### src/rtl/stb_pkg.sv
// Shared types, register map and constants for the silence trim bounds block.
`default_nettype none

package stb_pkg;

  // Default widths of the frame counter and of one sample
  localparam int DEF_FRAME_BITS  = 24;
  localparam int DEF_SAMPLE_BITS = 24;

  // Configuration register widths
  localparam int THR_BITS  = 23;
  localparam int MODE_BITS = 2;
  localparam int CHAN_BITS = 4;
  localparam int PAD_BITS  = 4;

  // APB address and data
  localparam int ADDR_BITS = 4;
  localparam int DATA_BITS = 32;

  // Register indexes (paddr[3:2])
  localparam logic [1:0] REG_THRESHOLD = 2'd0;
  localparam logic [1:0] REG_MODE      = 2'd1;
  localparam logic [1:0] REG_CHANNELS  = 2'd2;
  localparam logic [1:0] REG_PAD       = 2'd3;

  // Reset values
  localparam logic [THR_BITS-1:0]  THRESHOLD_RESET = 23'd265;
  localparam logic [MODE_BITS-1:0] MODE_RESET      = 2'd2;
  localparam logic [CHAN_BITS-1:0] CHANNELS_RESET  = 4'd1;
  localparam logic [PAD_BITS-1:0]  PAD_RESET       = 4'd4;

  // Region mode codes; the unused codes act as both
  localparam logic [MODE_BITS-1:0] MODE_START_ONLY = 2'd0;
  localparam logic [MODE_BITS-1:0] MODE_END_ONLY   = 2'd1;

  // Largest channel count per frame
  localparam logic [CHAN_BITS-1:0] CHAN_MAX = 4'd8;

  typedef enum logic [1:0] {
    TRIM_NEEDED   = 2'd0,
    TRIM_NONE     = 2'd1,
    TRIM_OVERFLOW = 2'd2
  } trim_status_t;

  typedef struct packed {
    logic [THR_BITS-1:0]  quiet_level;
    logic [MODE_BITS-1:0] region_mode;
    logic [CHAN_BITS-1:0] channel_count;
    logic [PAD_BITS-1:0]  pad_frames;
  } cfg_t;

endpackage

`default_nettype wire

### src/rtl/stb_sample_if.sv
// Sample channel: one interleaved audio sample per request.
`default_nettype none

interface stb_sample_if #(
  parameter int SAMPLE_BITS = stb_pkg::DEF_SAMPLE_BITS
);
  logic                          valid;
  logic                          ready;
  logic signed [SAMPLE_BITS-1:0] sample_value;
  logic                          clip_last;

  modport source (output valid, output sample_value, output clip_last, input ready);
  modport sink   (input valid, input sample_value, input clip_last, output ready);
endinterface

`default_nettype wire

### src/rtl/stb_result_if.sv
// Result channel: trim bounds of one clip per request.
`default_nettype none

interface stb_result_if #(
  parameter int FRAME_BITS = stb_pkg::DEF_FRAME_BITS
);
  logic                  valid;
  logic                  ready;
  logic [FRAME_BITS-1:0] keep_start;
  logic [FRAME_BITS-1:0] keep_end;
  logic [FRAME_BITS-1:0] total_frames;
  logic [1:0]            trim_status;

  modport source (output valid, output keep_start, output keep_end, output total_frames,
                  output trim_status, input ready);
  modport sink   (input valid, input keep_start, input keep_end, input total_frames,
                  input trim_status, output ready);
endinterface

`default_nettype wire

### src/rtl/stb_regs.sv
// APB configuration registers.
`default_nettype none

module stb_regs (
  input  wire logic                           clk,
  input  wire logic                           rst,
  input  wire logic                           psel,
  input  wire logic                           penable,
  input  wire logic                           pwrite,
  input  wire logic [stb_pkg::ADDR_BITS-1:0]  paddr,
  input  wire logic [stb_pkg::DATA_BITS-1:0]  pwdata,
  output logic      [stb_pkg::DATA_BITS-1:0]  prdata,
  output logic                                pready,
  output stb_pkg::cfg_t                       cfg
);

  stb_pkg::cfg_t cfg_reg;
  logic          wr_en;
  logic [1:0]    reg_index;

  assign pready    = 1'b1;
  assign wr_en     = psel && penable && pwrite;
  assign reg_index = paddr[3:2];
  assign cfg       = cfg_reg;

  always_ff @(posedge clk) begin
    if (rst) begin
      cfg_reg.quiet_level   <= stb_pkg::THRESHOLD_RESET;
      cfg_reg.region_mode   <= stb_pkg::MODE_RESET;
      cfg_reg.channel_count <= stb_pkg::CHANNELS_RESET;
      cfg_reg.pad_frames    <= stb_pkg::PAD_RESET;
    end else if (wr_en) begin
      unique case (reg_index)
        stb_pkg::REG_THRESHOLD: cfg_reg.quiet_level   <= pwdata[stb_pkg::THR_BITS-1:0];
        stb_pkg::REG_MODE:      cfg_reg.region_mode   <= pwdata[stb_pkg::MODE_BITS-1:0];
        stb_pkg::REG_CHANNELS:  cfg_reg.channel_count <= pwdata[stb_pkg::CHAN_BITS-1:0];
        stb_pkg::REG_PAD:       cfg_reg.pad_frames    <= pwdata[stb_pkg::PAD_BITS-1:0];
        default: ;
      endcase
    end
  end

  always_comb begin
    prdata = '0;
    unique case (reg_index)
      stb_pkg::REG_THRESHOLD: prdata[stb_pkg::THR_BITS-1:0]  = cfg_reg.quiet_level;
      stb_pkg::REG_MODE:      prdata[stb_pkg::MODE_BITS-1:0] = cfg_reg.region_mode;
      stb_pkg::REG_CHANNELS:  prdata[stb_pkg::CHAN_BITS-1:0] = cfg_reg.channel_count;
      stb_pkg::REG_PAD:       prdata[stb_pkg::PAD_BITS-1:0]  = cfg_reg.pad_frames;
      default: ;
    endcase
  end

endmodule

`default_nettype wire

### src/rtl/stb_tracker.sv
// Input register, loud detection and per-clip frame tracking; emits one clip record.
`default_nettype none

module stb_tracker #(
  parameter int FRAME_BITS  = stb_pkg::DEF_FRAME_BITS,
  parameter int SAMPLE_BITS = stb_pkg::DEF_SAMPLE_BITS
) (
  input  wire logic                  clk,
  input  wire logic                  rst,
  input  wire stb_pkg::cfg_t         cfg,
  stb_sample_if.sink                 samples,
  output logic                       rec_valid,
  input  wire logic                  rec_ready,
  output logic [FRAME_BITS-1:0]      rec_total,
  output logic [FRAME_BITS-1:0]      rec_first,
  output logic [FRAME_BITS-1:0]      rec_last,
  output logic                       rec_any,
  output logic                       rec_ovf
);

  localparam int CW = ((SAMPLE_BITS > stb_pkg::THR_BITS) ? SAMPLE_BITS
                                                         : stb_pkg::THR_BITS) + 1;
  localparam logic [FRAME_BITS-1:0] FRAME_MAX = '1;

  // Input stage
  logic s1_valid;
  logic s1_loud;
  logic s1_last;

  // Clip state
  logic [FRAME_BITS-1:0] frame_counter;
  logic [2:0]            channel_counter;
  logic                  frame_is_loud;
  logic                  any_loud_seen;
  logic [FRAME_BITS-1:0] first_loud_frame;
  logic [FRAME_BITS-1:0] last_loud_frame;
  logic                  count_overflow;

  logic                   in_take;
  logic                   s1_take;
  logic                   rec_free;
  logic                   sample_neg;
  logic [SAMPLE_BITS-1:0] mag_bits;
  logic [CW-1:0]          mag_ext;
  logic [CW-1:0]          thr_ext;
  logic                   loud_in;
  logic [2:0]             chans_m1;
  logic                   loud_now;
  logic                   frame_done;
  logic                   frame_at_max;
  logic [FRAME_BITS-1:0]  first_next;
  logic [FRAME_BITS-1:0]  frame_inc;

  assign rec_free      = !rec_valid || rec_ready;
  assign s1_take       = s1_valid && (!s1_last || rec_free);
  assign samples.ready = !s1_valid || s1_take;
  assign in_take       = samples.valid && samples.ready;

  // |x| > thr; for negative x, -x = ~x + 1, so the test becomes ~x >= thr
  assign sample_neg = samples.sample_value[SAMPLE_BITS-1];
  assign mag_bits   = sample_neg ? ~samples.sample_value : samples.sample_value;
  assign mag_ext    = {{(CW-SAMPLE_BITS){1'b0}}, mag_bits};
  assign thr_ext    = {{(CW-stb_pkg::THR_BITS){1'b0}}, cfg.quiet_level};
  assign loud_in    = sample_neg ? (mag_ext >= thr_ext) : (mag_ext > thr_ext);

  always_comb begin
    if (cfg.channel_count == '0) begin
      chans_m1 = 3'd0;
    end else if (cfg.channel_count >= stb_pkg::CHAN_MAX) begin
      chans_m1 = 3'd7;
    end else begin
      chans_m1 = cfg.channel_count[2:0] - 3'd1;
    end
  end

  assign loud_now     = frame_is_loud || s1_loud;
  assign frame_done   = s1_last || (channel_counter >= chans_m1);
  assign frame_at_max = (frame_counter == FRAME_MAX);
  assign first_next   = (loud_now && !any_loud_seen) ? frame_counter : first_loud_frame;
  assign frame_inc    = frame_counter + FRAME_BITS'(1);

  always_ff @(posedge clk) begin
    if (rst) begin
      s1_valid <= 1'b0;
    end else if (samples.ready) begin
      s1_valid <= samples.valid;
    end
  end

  always_ff @(posedge clk) begin
    if (in_take) begin
      s1_loud <= loud_in;
      s1_last <= samples.clip_last;
    end
  end

  always_ff @(posedge clk) begin
    if (rst) begin
      frame_counter    <= '0;
      channel_counter  <= '0;
      frame_is_loud    <= 1'b0;
      any_loud_seen    <= 1'b0;
      first_loud_frame <= '0;
      last_loud_frame  <= '0;
      count_overflow   <= 1'b0;
    end else if (s1_take) begin
      if (s1_last) begin
        // clip closes: start over for the next one
        frame_counter    <= '0;
        channel_counter  <= '0;
        frame_is_loud    <= 1'b0;
        any_loud_seen    <= 1'b0;
        first_loud_frame <= '0;
        last_loud_frame  <= '0;
        count_overflow   <= 1'b0;
      end else if (frame_done) begin
        if (loud_now) begin
          first_loud_frame <= first_next;
          last_loud_frame  <= frame_counter;
          any_loud_seen    <= 1'b1;
        end
        if (frame_at_max) begin
          count_overflow <= 1'b1;
        end else begin
          frame_counter <= frame_inc;
        end
        channel_counter <= '0;
        frame_is_loud   <= 1'b0;
      end else begin
        channel_counter <= channel_counter + 3'd1;
        frame_is_loud   <= loud_now;
      end
    end
  end

  always_ff @(posedge clk) begin
    if (rst) begin
      rec_valid <= 1'b0;
    end else if (rec_free) begin
      rec_valid <= s1_take && s1_last;
    end
  end

  // The last sample always closes its frame
  always_ff @(posedge clk) begin
    if (s1_take && s1_last) begin
      rec_total <= frame_at_max ? frame_counter : frame_inc;
      rec_first <= loud_now ? first_next : first_loud_frame;
      rec_last  <= loud_now ? frame_counter : last_loud_frame;
      rec_any   <= any_loud_seen || loud_now;
      rec_ovf   <= count_overflow || frame_at_max;
    end
  end

`ifndef ASSERT_OFF
  a_clear_after_last: assert property (@(posedge clk) disable iff (rst)
    s1_take && s1_last |=> frame_counter == '0 && channel_counter == '0 && !any_loud_seen)
    else $error("clip state not cleared after last sample");

  a_rec_hold: assert property (@(posedge clk) disable iff (rst)
    rec_valid && !rec_ready |=> rec_valid && $stable(rec_total) && $stable(rec_first))
    else $error("clip record changed while stalled");

  a_ovf_sat: assert property (@(posedge clk) disable iff (rst)
    count_overflow |-> frame_counter == FRAME_MAX)
    else $error("overflow flag set below saturation");
`endif

endmodule

`default_nettype wire

### src/rtl/stb_bounds.sv
// Pads and clamps the kept frame bounds of one clip and holds the result.
`default_nettype none

module stb_bounds #(
  parameter int FRAME_BITS = stb_pkg::DEF_FRAME_BITS
) (
  input  wire logic                  clk,
  input  wire logic                  rst,
  input  wire stb_pkg::cfg_t         cfg,
  input  wire logic                  rec_valid,
  output logic                       rec_ready,
  input  wire logic [FRAME_BITS-1:0] rec_total,
  input  wire logic [FRAME_BITS-1:0] rec_first,
  input  wire logic [FRAME_BITS-1:0] rec_last,
  input  wire logic                  rec_any,
  input  wire logic                  rec_ovf,
  stb_result_if.source               results
);

  localparam int EW = FRAME_BITS + 2;
  localparam logic [FRAME_BITS-1:0] FRAME_MAX = '1;

  logic [FRAME_BITS-1:0]  pad_f;
  logic [EW-1:0]          pad_e;
  logic [EW-1:0]          total_e;
  logic [FRAME_BITS-1:0]  start_base;
  logic [FRAME_BITS-1:0]  start_val;
  logic [EW-1:0]          end_base;
  logic [EW-1:0]          end_sum;
  logic [FRAME_BITS-1:0]  end_val;
  stb_pkg::trim_status_t  status_val;

  logic                  out_valid;
  logic [FRAME_BITS-1:0] out_start;
  logic [FRAME_BITS-1:0] out_end;
  logic [FRAME_BITS-1:0] out_total;
  stb_pkg::trim_status_t out_status;

  assign rec_ready = !out_valid || results.ready;

  assign pad_f   = {{(FRAME_BITS-stb_pkg::PAD_BITS){1'b0}}, cfg.pad_frames};
  assign pad_e   = {{(EW-stb_pkg::PAD_BITS){1'b0}}, cfg.pad_frames};
  assign total_e = {2'b00, rec_total};

  always_comb begin
    start_base = (rec_any && cfg.region_mode != stb_pkg::MODE_END_ONLY) ? rec_first : '0;
    end_base   = (rec_any && cfg.region_mode != stb_pkg::MODE_START_ONLY)
               ? ({2'b00, rec_last} + EW'(1)) : total_e;
    start_val  = (start_base < pad_f) ? '0 : (start_base - pad_f);
    end_sum    = end_base + pad_e;
    end_val    = (end_sum > total_e) ? rec_total : end_sum[FRAME_BITS-1:0];
    priority if (rec_ovf) begin
      status_val = stb_pkg::TRIM_OVERFLOW;
    end else if (start_val == '0 && end_val == rec_total) begin
      status_val = stb_pkg::TRIM_NONE;
    end else begin
      status_val = stb_pkg::TRIM_NEEDED;
    end
  end

  always_ff @(posedge clk) begin
    if (rst) begin
      out_valid <= 1'b0;
    end else if (rec_ready) begin
      out_valid <= rec_valid;
    end
  end

  always_ff @(posedge clk) begin
    if (rec_valid && rec_ready) begin
      out_start  <= start_val;
      out_end    <= end_val;
      out_total  <= rec_total;
      out_status <= status_val;
    end
  end

  assign results.valid        = out_valid;
  assign results.keep_start   = out_start;
  assign results.keep_end     = out_end;
  assign results.total_frames = out_total;
  assign results.trim_status  = out_status;

`ifndef ASSERT_OFF
  a_bounds_order: assert property (@(posedge clk) disable iff (rst)
    out_valid |-> out_start <= out_end && out_end <= out_total)
    else $error("kept bounds out of order");

  a_ovf_total: assert property (@(posedge clk) disable iff (rst)
    out_valid && out_status == stb_pkg::TRIM_OVERFLOW |-> out_total == FRAME_MAX)
    else $error("overflow status with unsaturated total");

  a_out_hold: assert property (@(posedge clk) disable iff (rst)
    out_valid && !results.ready |=> out_valid && $stable(out_end))
    else $error("result dropped while stalled");
`endif

endmodule

`default_nettype wire

### src/rtl/silence_trim_bounds.sv
// Top level: finds the kept frame bounds of an audio clip from its loud frames.
//
//   channel   dir   request moves                 fields
//   samples   in    one interleaved sample        sample_value, clip_last
//   results   out   one result per clip           keep_start, keep_end, total_frames,
//                                                 trim_status
//   apb       in    one register write or read    threshold, mode, channels, pad
//
// One sample is accepted every cycle while intake is not stopped. A clip's result
// passes through the input register, the frame tracker and the bounds register.
// rst is synchronous, active high; it clears clip state and loads register defaults.
// A stalled result holds; intake stops only when a clip's last sample finds two
// finished clips waiting.
`default_nettype none

module silence_trim_bounds #(
  parameter int FRAME_BITS  = stb_pkg::DEF_FRAME_BITS,
  parameter int SAMPLE_BITS = stb_pkg::DEF_SAMPLE_BITS
) (
  input  wire logic                          clk,
  input  wire logic                          rst,
  input  wire logic                          psel,
  input  wire logic                          penable,
  input  wire logic                          pwrite,
  input  wire logic [stb_pkg::ADDR_BITS-1:0] paddr,
  input  wire logic [stb_pkg::DATA_BITS-1:0] pwdata,
  output logic      [stb_pkg::DATA_BITS-1:0] prdata,
  output logic                               pready,
  stb_sample_if.sink                         samples,
  stb_result_if.source                       results
);

  stb_pkg::cfg_t         cfg;
  logic                  rec_valid;
  logic                  rec_ready;
  logic [FRAME_BITS-1:0] rec_total;
  logic [FRAME_BITS-1:0] rec_first;
  logic [FRAME_BITS-1:0] rec_last;
  logic                  rec_any;
  logic                  rec_ovf;

  stb_regs u_regs (
    .clk     (clk),
    .rst     (rst),
    .psel    (psel),
    .penable (penable),
    .pwrite  (pwrite),
    .paddr   (paddr),
    .pwdata  (pwdata),
    .prdata  (prdata),
    .pready  (pready),
    .cfg     (cfg)
  );

  stb_tracker #(
    .FRAME_BITS  (FRAME_BITS),
    .SAMPLE_BITS (SAMPLE_BITS)
  ) u_tracker (
    .clk       (clk),
    .rst       (rst),
    .cfg       (cfg),
    .samples   (samples),
    .rec_valid (rec_valid),
    .rec_ready (rec_ready),
    .rec_total (rec_total),
    .rec_first (rec_first),
    .rec_last  (rec_last),
    .rec_any   (rec_any),
    .rec_ovf   (rec_ovf)
  );

  stb_bounds #(
    .FRAME_BITS (FRAME_BITS)
  ) u_bounds (
    .clk       (clk),
    .rst       (rst),
    .cfg       (cfg),
    .rec_valid (rec_valid),
    .rec_ready (rec_ready),
    .rec_total (rec_total),
    .rec_first (rec_first),
    .rec_last  (rec_last),
    .rec_any   (rec_any),
    .rec_ovf   (rec_ovf),
    .results   (results)
  );

endmodule

`default_nettype wire

### src/flat_wrapper.sv
// flat-port wrapper written by rule: the top's interface ports become plain ports
module silence_trim_bounds_flat 
#(
  parameter int FRAME_BITS  = stb_pkg::DEF_FRAME_BITS,
  parameter int SAMPLE_BITS = stb_pkg::DEF_SAMPLE_BITS
)
  (clk, rst, psel, penable, pwrite, paddr, pwdata, prdata, pready, samples_valid, samples_sample_value, samples_clip_last, samples_ready, results_valid, results_keep_start, results_keep_end, results_total_frames, results_trim_status, results_ready);
  stb_sample_if #(.SAMPLE_BITS(SAMPLE_BITS)) samples_i ();
  stb_result_if #(.FRAME_BITS(FRAME_BITS)) results_i ();
  input  wire logic clk;
  input  wire logic rst;
  input  wire logic psel;
  input  wire logic penable;
  input  wire logic pwrite;
  input  wire logic [stb_pkg::ADDR_BITS-1:0] paddr;
  input  wire logic [stb_pkg::DATA_BITS-1:0] pwdata;
  output logic      [stb_pkg::DATA_BITS-1:0] prdata;
  output logic pready;
  input wire logic [$bits(samples_i.valid)-1:0] samples_valid;
  input wire logic [$bits(samples_i.sample_value)-1:0] samples_sample_value;
  input wire logic [$bits(samples_i.clip_last)-1:0] samples_clip_last;
  output wire logic [$bits(samples_i.ready)-1:0] samples_ready;
  output wire logic [$bits(results_i.valid)-1:0] results_valid;
  output wire logic [$bits(results_i.keep_start)-1:0] results_keep_start;
  output wire logic [$bits(results_i.keep_end)-1:0] results_keep_end;
  output wire logic [$bits(results_i.total_frames)-1:0] results_total_frames;
  output wire logic [$bits(results_i.trim_status)-1:0] results_trim_status;
  input wire logic [$bits(results_i.ready)-1:0] results_ready;
  assign samples_i.valid = samples_valid;
  assign samples_i.sample_value = samples_sample_value;
  assign samples_i.clip_last = samples_clip_last;
  assign samples_ready = samples_i.ready;
  assign results_valid = results_i.valid;
  assign results_keep_start = results_i.keep_start;
  assign results_keep_end = results_i.keep_end;
  assign results_total_frames = results_i.total_frames;
  assign results_trim_status = results_i.trim_status;
  assign results_i.ready = results_ready;
  silence_trim_bounds #(.FRAME_BITS(FRAME_BITS), .SAMPLE_BITS(SAMPLE_BITS)) u_core (.clk(clk), .rst(rst), .psel(psel), .penable(penable), .pwrite(pwrite), .paddr(paddr), .pwdata(pwdata), .prdata(prdata), .pready(pready), .samples(samples_i), .results(results_i));
endmodule
### config.mk
export PLATFORM = sky130hd
export DESIGN_NAME = silence_trim_bounds_flat
export DESIGN_NICKNAME = d
export VERILOG_FILES = /design/src/rtl/stb_pkg.sv /design/src/rtl/stb_sample_if.sv /design/src/rtl/stb_result_if.sv /design/src/rtl/stb_regs.sv /design/src/rtl/stb_tracker.sv /design/src/rtl/stb_bounds.sv /design/src/rtl/silence_trim_bounds.sv /design/src/flat_wrapper.sv
export SDC_FILE = /design/constraint.sdc
export NUM_CORES = 1
export LEC_CHECK = 0
export ABC_AREA = 1
export ABC_CLOCK_PERIOD_IN_PS = 7100
export BUFFER_PORTS_ARGS = -buffer_cell sky130_fd_sc_hd__clkbuf_2
export CAP_MARGIN = 25
export CORE_MARGIN = 1.5
export CORE_UTILIZATION = 61
export DETAILED_ROUTE_END_ITERATION = 16
export GPL_ROUTABILITY_DRIVEN = 0
export HOLD_SLACK_MARGIN = 0.1
export PLACE_DENSITY = 0.8
export SLEW_MARGIN = 10
export SYNTH_ARGS = -nofsm -noshare
export SYNTH_HDL_FRONTEND = slang
export SYNTH_SLANG_ARGS = --single-unit
### constraint.sdc
create_clock -name clk -period 7.1 [get_ports clk]
set_clock_uncertainty 0.2 [all_clocks]
set_input_delay 0.355 -clock clk [delete_from_list [all_inputs] [get_ports clk]]
set_output_delay 0.355 -clock clk [all_outputs]
set_load 0.005 [all_outputs]
==> results of run 1 <==
## worst reg2reg max path: cells and delay by family (launching register included)
family | cells | cell delay (ps)
and+or+nand+nor | 20 | 3420
buffers and inverters | 3 | 200
adders and majority gates | 3 | 800
xor gates and xnor gates | 1 | 190
AOI/OAI and AO/OA | 2 | 480
DFF | 1 | 430
## final timing paths
check                           depth (start not counted)                                                    to                                        startpoint
worst min register to register                          2      u_core.u_tracker.last_loud_frame[2]$_SDFFE_PP0P_  u_core.u_tracker.last_loud_frame[2]$_SDFFE_PP0P_
worst min-delay path                                    5                     u_core.u_regs.cfg[8]$_SDFFE_PP0P_                                          paddr[3]
worst max-delay path                                   29  u_core.u_bounds.results.trim_status[0]$_SDFFCE_PP0P_            u_core.u_tracker.rec_last[0]$_DFFE_PP_
worst max register to register                         29  u_core.u_bounds.results.trim_status[0]$_SDFFCE_PP0P_            u_core.u_tracker.rec_last[0]$_DFFE_PP_
## repair_timing
action	in CTS	in global routing
setup buffers	0	0
hold endpoints to repair	42	0
hold buffers	30	0
## where the power goes
| group | leakage, nW | switching [mW] | internal [mW] |
|---|---|---|---|
| registers | 2.31 | 0.0217 | 1.65 |
| logic | 4.89 | 0.271 | 0.144 |
| clock network | 0.495 | 0.591 | 0.969 |
## cells in the mapped netlist, drive strengths merged (19+ instances only)
cell type	count	area, sq um
nand2	390	1550
inv	294	1110
nor2	215	931
edfxtp	150	4500
o21ai	149	772
nand3	141	733
dfxtp	114	2280
a21oi	68	344
ha	62	776
xor2	54	480
clkbuf	38	143
buf	32	219
o22ai	30	188
nand4	24	163
a22oi	23	173
nor3	19	116
## placed cells by master, fill, tap and decap left out, drive strengths merged, types with 3 or more instances in the layout
master,count
nor4,7
nand3,141
o22ai,30
nand4,24
clkbuf,198
a21oi,68
nand3b,7
xor2,54
o211ai,5
clkinv,7
o21a,5
or2,5
o21ai,149
edfxtp,150
a22oi,23
o221ai,3
xnor2,12
inv,295
a31oi,4
dlygate4sd3,30
nand2,390
dfxtp,114
o21bai,4
buf,12
o2111ai,4
bufinv,4
ha,62
nor2,215
conb,10
nor3,19
## metrics by stage
stage,cells,hold WS (ps)
2_1_floorplan,1884,227
3_3_place_gp,2304,265
3_5_place_dp,2304,270
4_1_cts,2386,100
5_1_grt,2387,161
6_report,2387,129
## cell type report
class | count | area, sq um | share of cell area [%]
Timing Repair Buffer | 197 | 1190 | 6.84
Clock inverter | 9 | 158 | 0.910
Sequential cell | 264 | 6790 | 39.2
Clock buffer | 43 | 850 | 4.90
Tap cell | 324 | 405 | 2.34
Inverter | 297 | 1120 | 6.46
Multi-Input combinational cell | 1253 | 6830 | 39.4
## metal layers
| metal | wire length, um | share of wire, % |
|---|---|---|
| met5 | 0 | 0 |
| met3 | 3050 | 8.4 |
| met1 | 15200 | 42 |
| met2 | 16800 | 46 |
| met4 | 1330 | 3.6 |
## cell families after synthesis
family                     count (synthesis)  synth area share [%]
xor gates and xnor gates                  66                  3.89
DFF                                      264                  45.1
other                                      2                0.0499
and+or+nand+nor                          812                  24.3
buffers and inverters                    367                  9.84
adders and majority gates                 64                  5.42
AOI/OAI and AO/OA                        301                  11.4
==> reports/qor.yml, run 1 <==
syn_avg_cell_area_sq_um: 8.02
path_class: "reg -> reg"
seq_area_frac_synth_pct: 45.1
drive_gt1_share_pct: 14.1
clkSinkCount: 264
tritoncts: "done"
cp_slowest_cell: "nand2_4"
critical_path_buf_inv_count: 3
cp.arrival_ps: 6070
period_share_pct: 82.6
synth-main-ff-cell: "edfxtp_1"
core_region_area_sq_mm: 0.0242
finish.instance_area_sq_mm: 0.0173
ys_ff_latch: 264
max_cap_violations: 0
grt_use_met1_pct: 36.8
crit_family: "simple AND/OR/NAND/NOR gates"
drt_iter0_drc: 1163
drv_slew: 0
ctsHtreeMaxLevel: 1
io-pin-count: 177
vias: 13079
clock_path_buffers: 3
status: "finished clean"
reg2reg_slack_ps: 1240
layout.nets: 2173
grt_pass1_vias: 11979
grt_first_pass_wirelength_mm: 58.1
detail-route-antenna-nets: 0
period_needed_ps: 5860
hold_class: "in -> reg"
use_met2_pct: 46.7
wire_per_inst_um: 15.2
fmaxAchievable_mhz: 171
slew-limit-headroom_pct: 34.2
power.density_mw_per_mm2: 211
die_area_sq_mm: 0.0256
synth_edf_count: 150
vias_per_cell: 5.48
numPortBuffers: 155
clkTransAtPathRegs_ps: 60
start_kind: "flip-flop"
syn_area_sq_mm: 0.0150
synth_warnings: 0
fp.dieW_um: 160
drc_errors: 0
n_antenna_cell: 0
cts_root_buf: "clkbuf_16"
die_y_um: 160
cts_made_buffers: 28
fill_cells: 1879
met3_usage_pct: 3.51
grtUsageTotal_pct: 28.0
start_util_pct: 62.1
slowest_delay_ps: 580
synth_cell_types: 57
antenna_found_initial: 0
vdd_drop_max_mv: 0.186
grt.busiest_layer: "met2"
cp_max_fo: 89
place_ws_ps: 1310
fin_ws_ps: 1240
dp_hpwl_mm: 25.6
crit_path_end_kind: "flip-flop"
worstPathRequired_ps: 7310
clk_latency_ps: 550
rsz0062_at_grt: "no"
hold_viol: 0
largest_reg_flops: 33
p_leak_nw: 7.69
syn_inst: 1876
area_growth_pct: 15.2
cts_resized: 0
fin_util_pct: 71.5
placed_cell_area_sq_mm: 0.0160
gr-total-overflow: 0
num_rows: 57
setup_viol: 0
synthArstFlopShare_pct: 0
worst_pin_slew_ps: 984
routed_wl_mm: 36.4
total_power_mw: 3.65
finalSetupTns_ps: 0
grt_start_max_net_pins: 90
firstDrtPassIters: 6
Note: power is estimated with default switching activity, not from simulation.
==> run 2, diff against run 1 <==
Settings changed: ABC_CLOCK_PERIOD_IN_PS 7100 to 5950, CORE_UTILIZATION 61 to 59, PLACE_DENSITY 0.8 to 0.78.
Clock period 7.1 ns to 5.95 ns, I/O delays scaled along.
==> reports/qor.yml, run 2 (synthesis gave the netlist of run 1 again) <==
detail-route-antenna-nets: 0
crit_family: "simple AND/OR/NAND/NOR gates"
drive_gt1_share_pct: 14.6
fp.dieW_um: 163
wire_per_inst_um: 15.6
cp_common_cell: "nand2_1"
vias_per_cell: 5.50
slowest_delay_ps: 430
status: "finished clean"
period_needed_ps: 5380
cp_max_fo: 36
final_cell_mix: "nand2_1 (366), inv_1 (284), nor2_1 (190)"
use_met2_pct: 47.1
fmaxAchievable_mhz: 186
tritoncts: "done"
dp_hpwl_mm: 26.5
path_class: "reg -> reg"
total_power_mw: 4.39
cp_slowest_cell: "edfxtp_1"
gr-total-overflow: 0
vdd_drop_max_mv: 0.210
finish.instance_area_sq_mm: 0.0175
grt_pass1_vias: 12118
cp.arrival_ps: 5510
vias: 13232
clock_path_buffers: 3
slew-limit-headroom_pct: 33.6
grt_first_pass_wirelength_mm: 59.4
hold_class: "in -> reg"
clk_latency_ps: 560
power.density_mw_per_mm2: 251
final_common_cell: "nand2_1"
finalSetupTns_ps: 0
ctsHtreeMaxLevel: 1
drc_errors: 0
largest_reg_flops: 33
rsz0062_at_grt: "no"
io-pin-count: 177
start_util_pct: 59.9
worst_pin_slew_ps: 994
cts_root_buf: "clkbuf_16"
layout.nets: 2184
core_region_area_sq_mm: 0.0251
cts_setup_buffers: 0
hold_viol: 0
drv_slew: 0
grt_use_met1_pct: 37.0
period_share_pct: 90.4
n_antenna_cell: 0
worstSetupPathDepth: 31
routed_wl_mm: 37.6
hold_ws_ps: 140
area_growth_pct: 16.3
critical_path_buf_inv_count: 5
worstPathRequired_ps: 6080
clkSinkCount: 264
met3_usage_pct: 3.74
crit_path_end_kind: "flip-flop"
die_area_sq_mm: 0.0265
firstDrtPassIters: 6
drt_iter0_drc: 1158
max_cap_violations: 0
placed_cell_area_sq_mm: 0.0160
numPortBuffers: 155
clkTransAtPathRegs_ps: 70
reg2reg_depth: 31
fin_util_pct: 69.7
antenna_found_initial: 0
grt.busiest_layer: "met2"
start_kind: "flip-flop"
p_leak_nw: 7.76
setup_viol: 0
die_y_um: 163
whs_path_depth: 2
cts_made_buffers: 29
grt_start_max_net_pins: 72
grtUsageTotal_pct: 27.9
num_rows: 58
run 2: cell count changes in the layout (fill, tap and decap cells not counted), moves of 2 or more:
cell,change
bufinv_16,-2
clkbuf_1,-8
clkbuf_16,+3
clkinv_2,+6
clkinv_4,+2
dlygate4sd3_1,+9
run 2: layout make-up:
class | instances | area [sq um]
Fill cell | 1986 | 7610
Multi-Input combinational cell | 1253 | 6830
Sequential cell | 264 | 6790
Timing Repair Buffer | 207 | 1320
Inverter | 297 | 1120
Clock buffer | 37 | 870
Tap cell | 330 | 413
Clock inverter | 17 | 156
run 2: timing repair:
| item | in CTS | in global routing |
|---|---|---|
| hold buffers | 39 | 0 |
| endpoints found under the setup margin | 0 | 1 |
| endpoints found under the hold margin | 42 | 0 |
| gates resized for setup | 0 | 2 |
run 2: worst register-to-register path: cells and delay by family, from the launching register on:
kind / cells / cell delay [ps]
and+or+nand+nor: 20 / 2560
adders and majority gates: 3 / 790
DFF: 1 / 430
buffers and inverters: 5 / 490
AOI/OAI and AO/OA: 2 / 470
xor gates and xnor gates: 1 / 200
run 2: per-stage QoR:
step | instances | worst slack, ps
global placement | 2310 | 718
CTS | 2403 | 558
finish | 2405 | 569
global route | 2405 | 69.9
floorplan | 1884 | 1210
detailed placement | 2310 | 566
run 2: final timing paths:
kind | start | to | slack (ps)
worst max-delay path | u_core.u_tracker.rec_last[0]$_DFFE_PP_ | u_core.u_bounds.results.trim_status[0]$_SDFFCE_PP0P_ | 570
worst min-delay path | rst | u_core.u_tracker.first_loud_frame[17]$_SDFFE_PP0P_ | 140
worst max register to register | u_core.u_tracker.rec_last[0]$_DFFE_PP_ | u_core.u_bounds.results.trim_status[0]$_SDFFCE_PP0P_ | 570
worst min register to register | u_core.u_tracker.last_loud_frame[6]$_SDFFE_PP0P_ | u_core.u_tracker.last_loud_frame[6]$_SDFFE_PP0P_ | 280
run 2: routing by layer:
metal  wire [um]  share of wire [%]  vias to the layer above
met2       17700                 47                      554
met3        2790                7.4                       92
li1            -                  -                     6511
met4        1160                3.1                        0
met1       15900                 42                     6075
met5           0                  0                        -
run 2: report_power, final:
group,switching (mW),leakage [nW],total (mW),internal (mW)
sequential,0.0258,2.31,2.00,1.97
combinational,0.331,4.93,0.512,0.181
clock,0.757,0.517,1.88,1.12
total,1.11,7.76,4.39,3.28
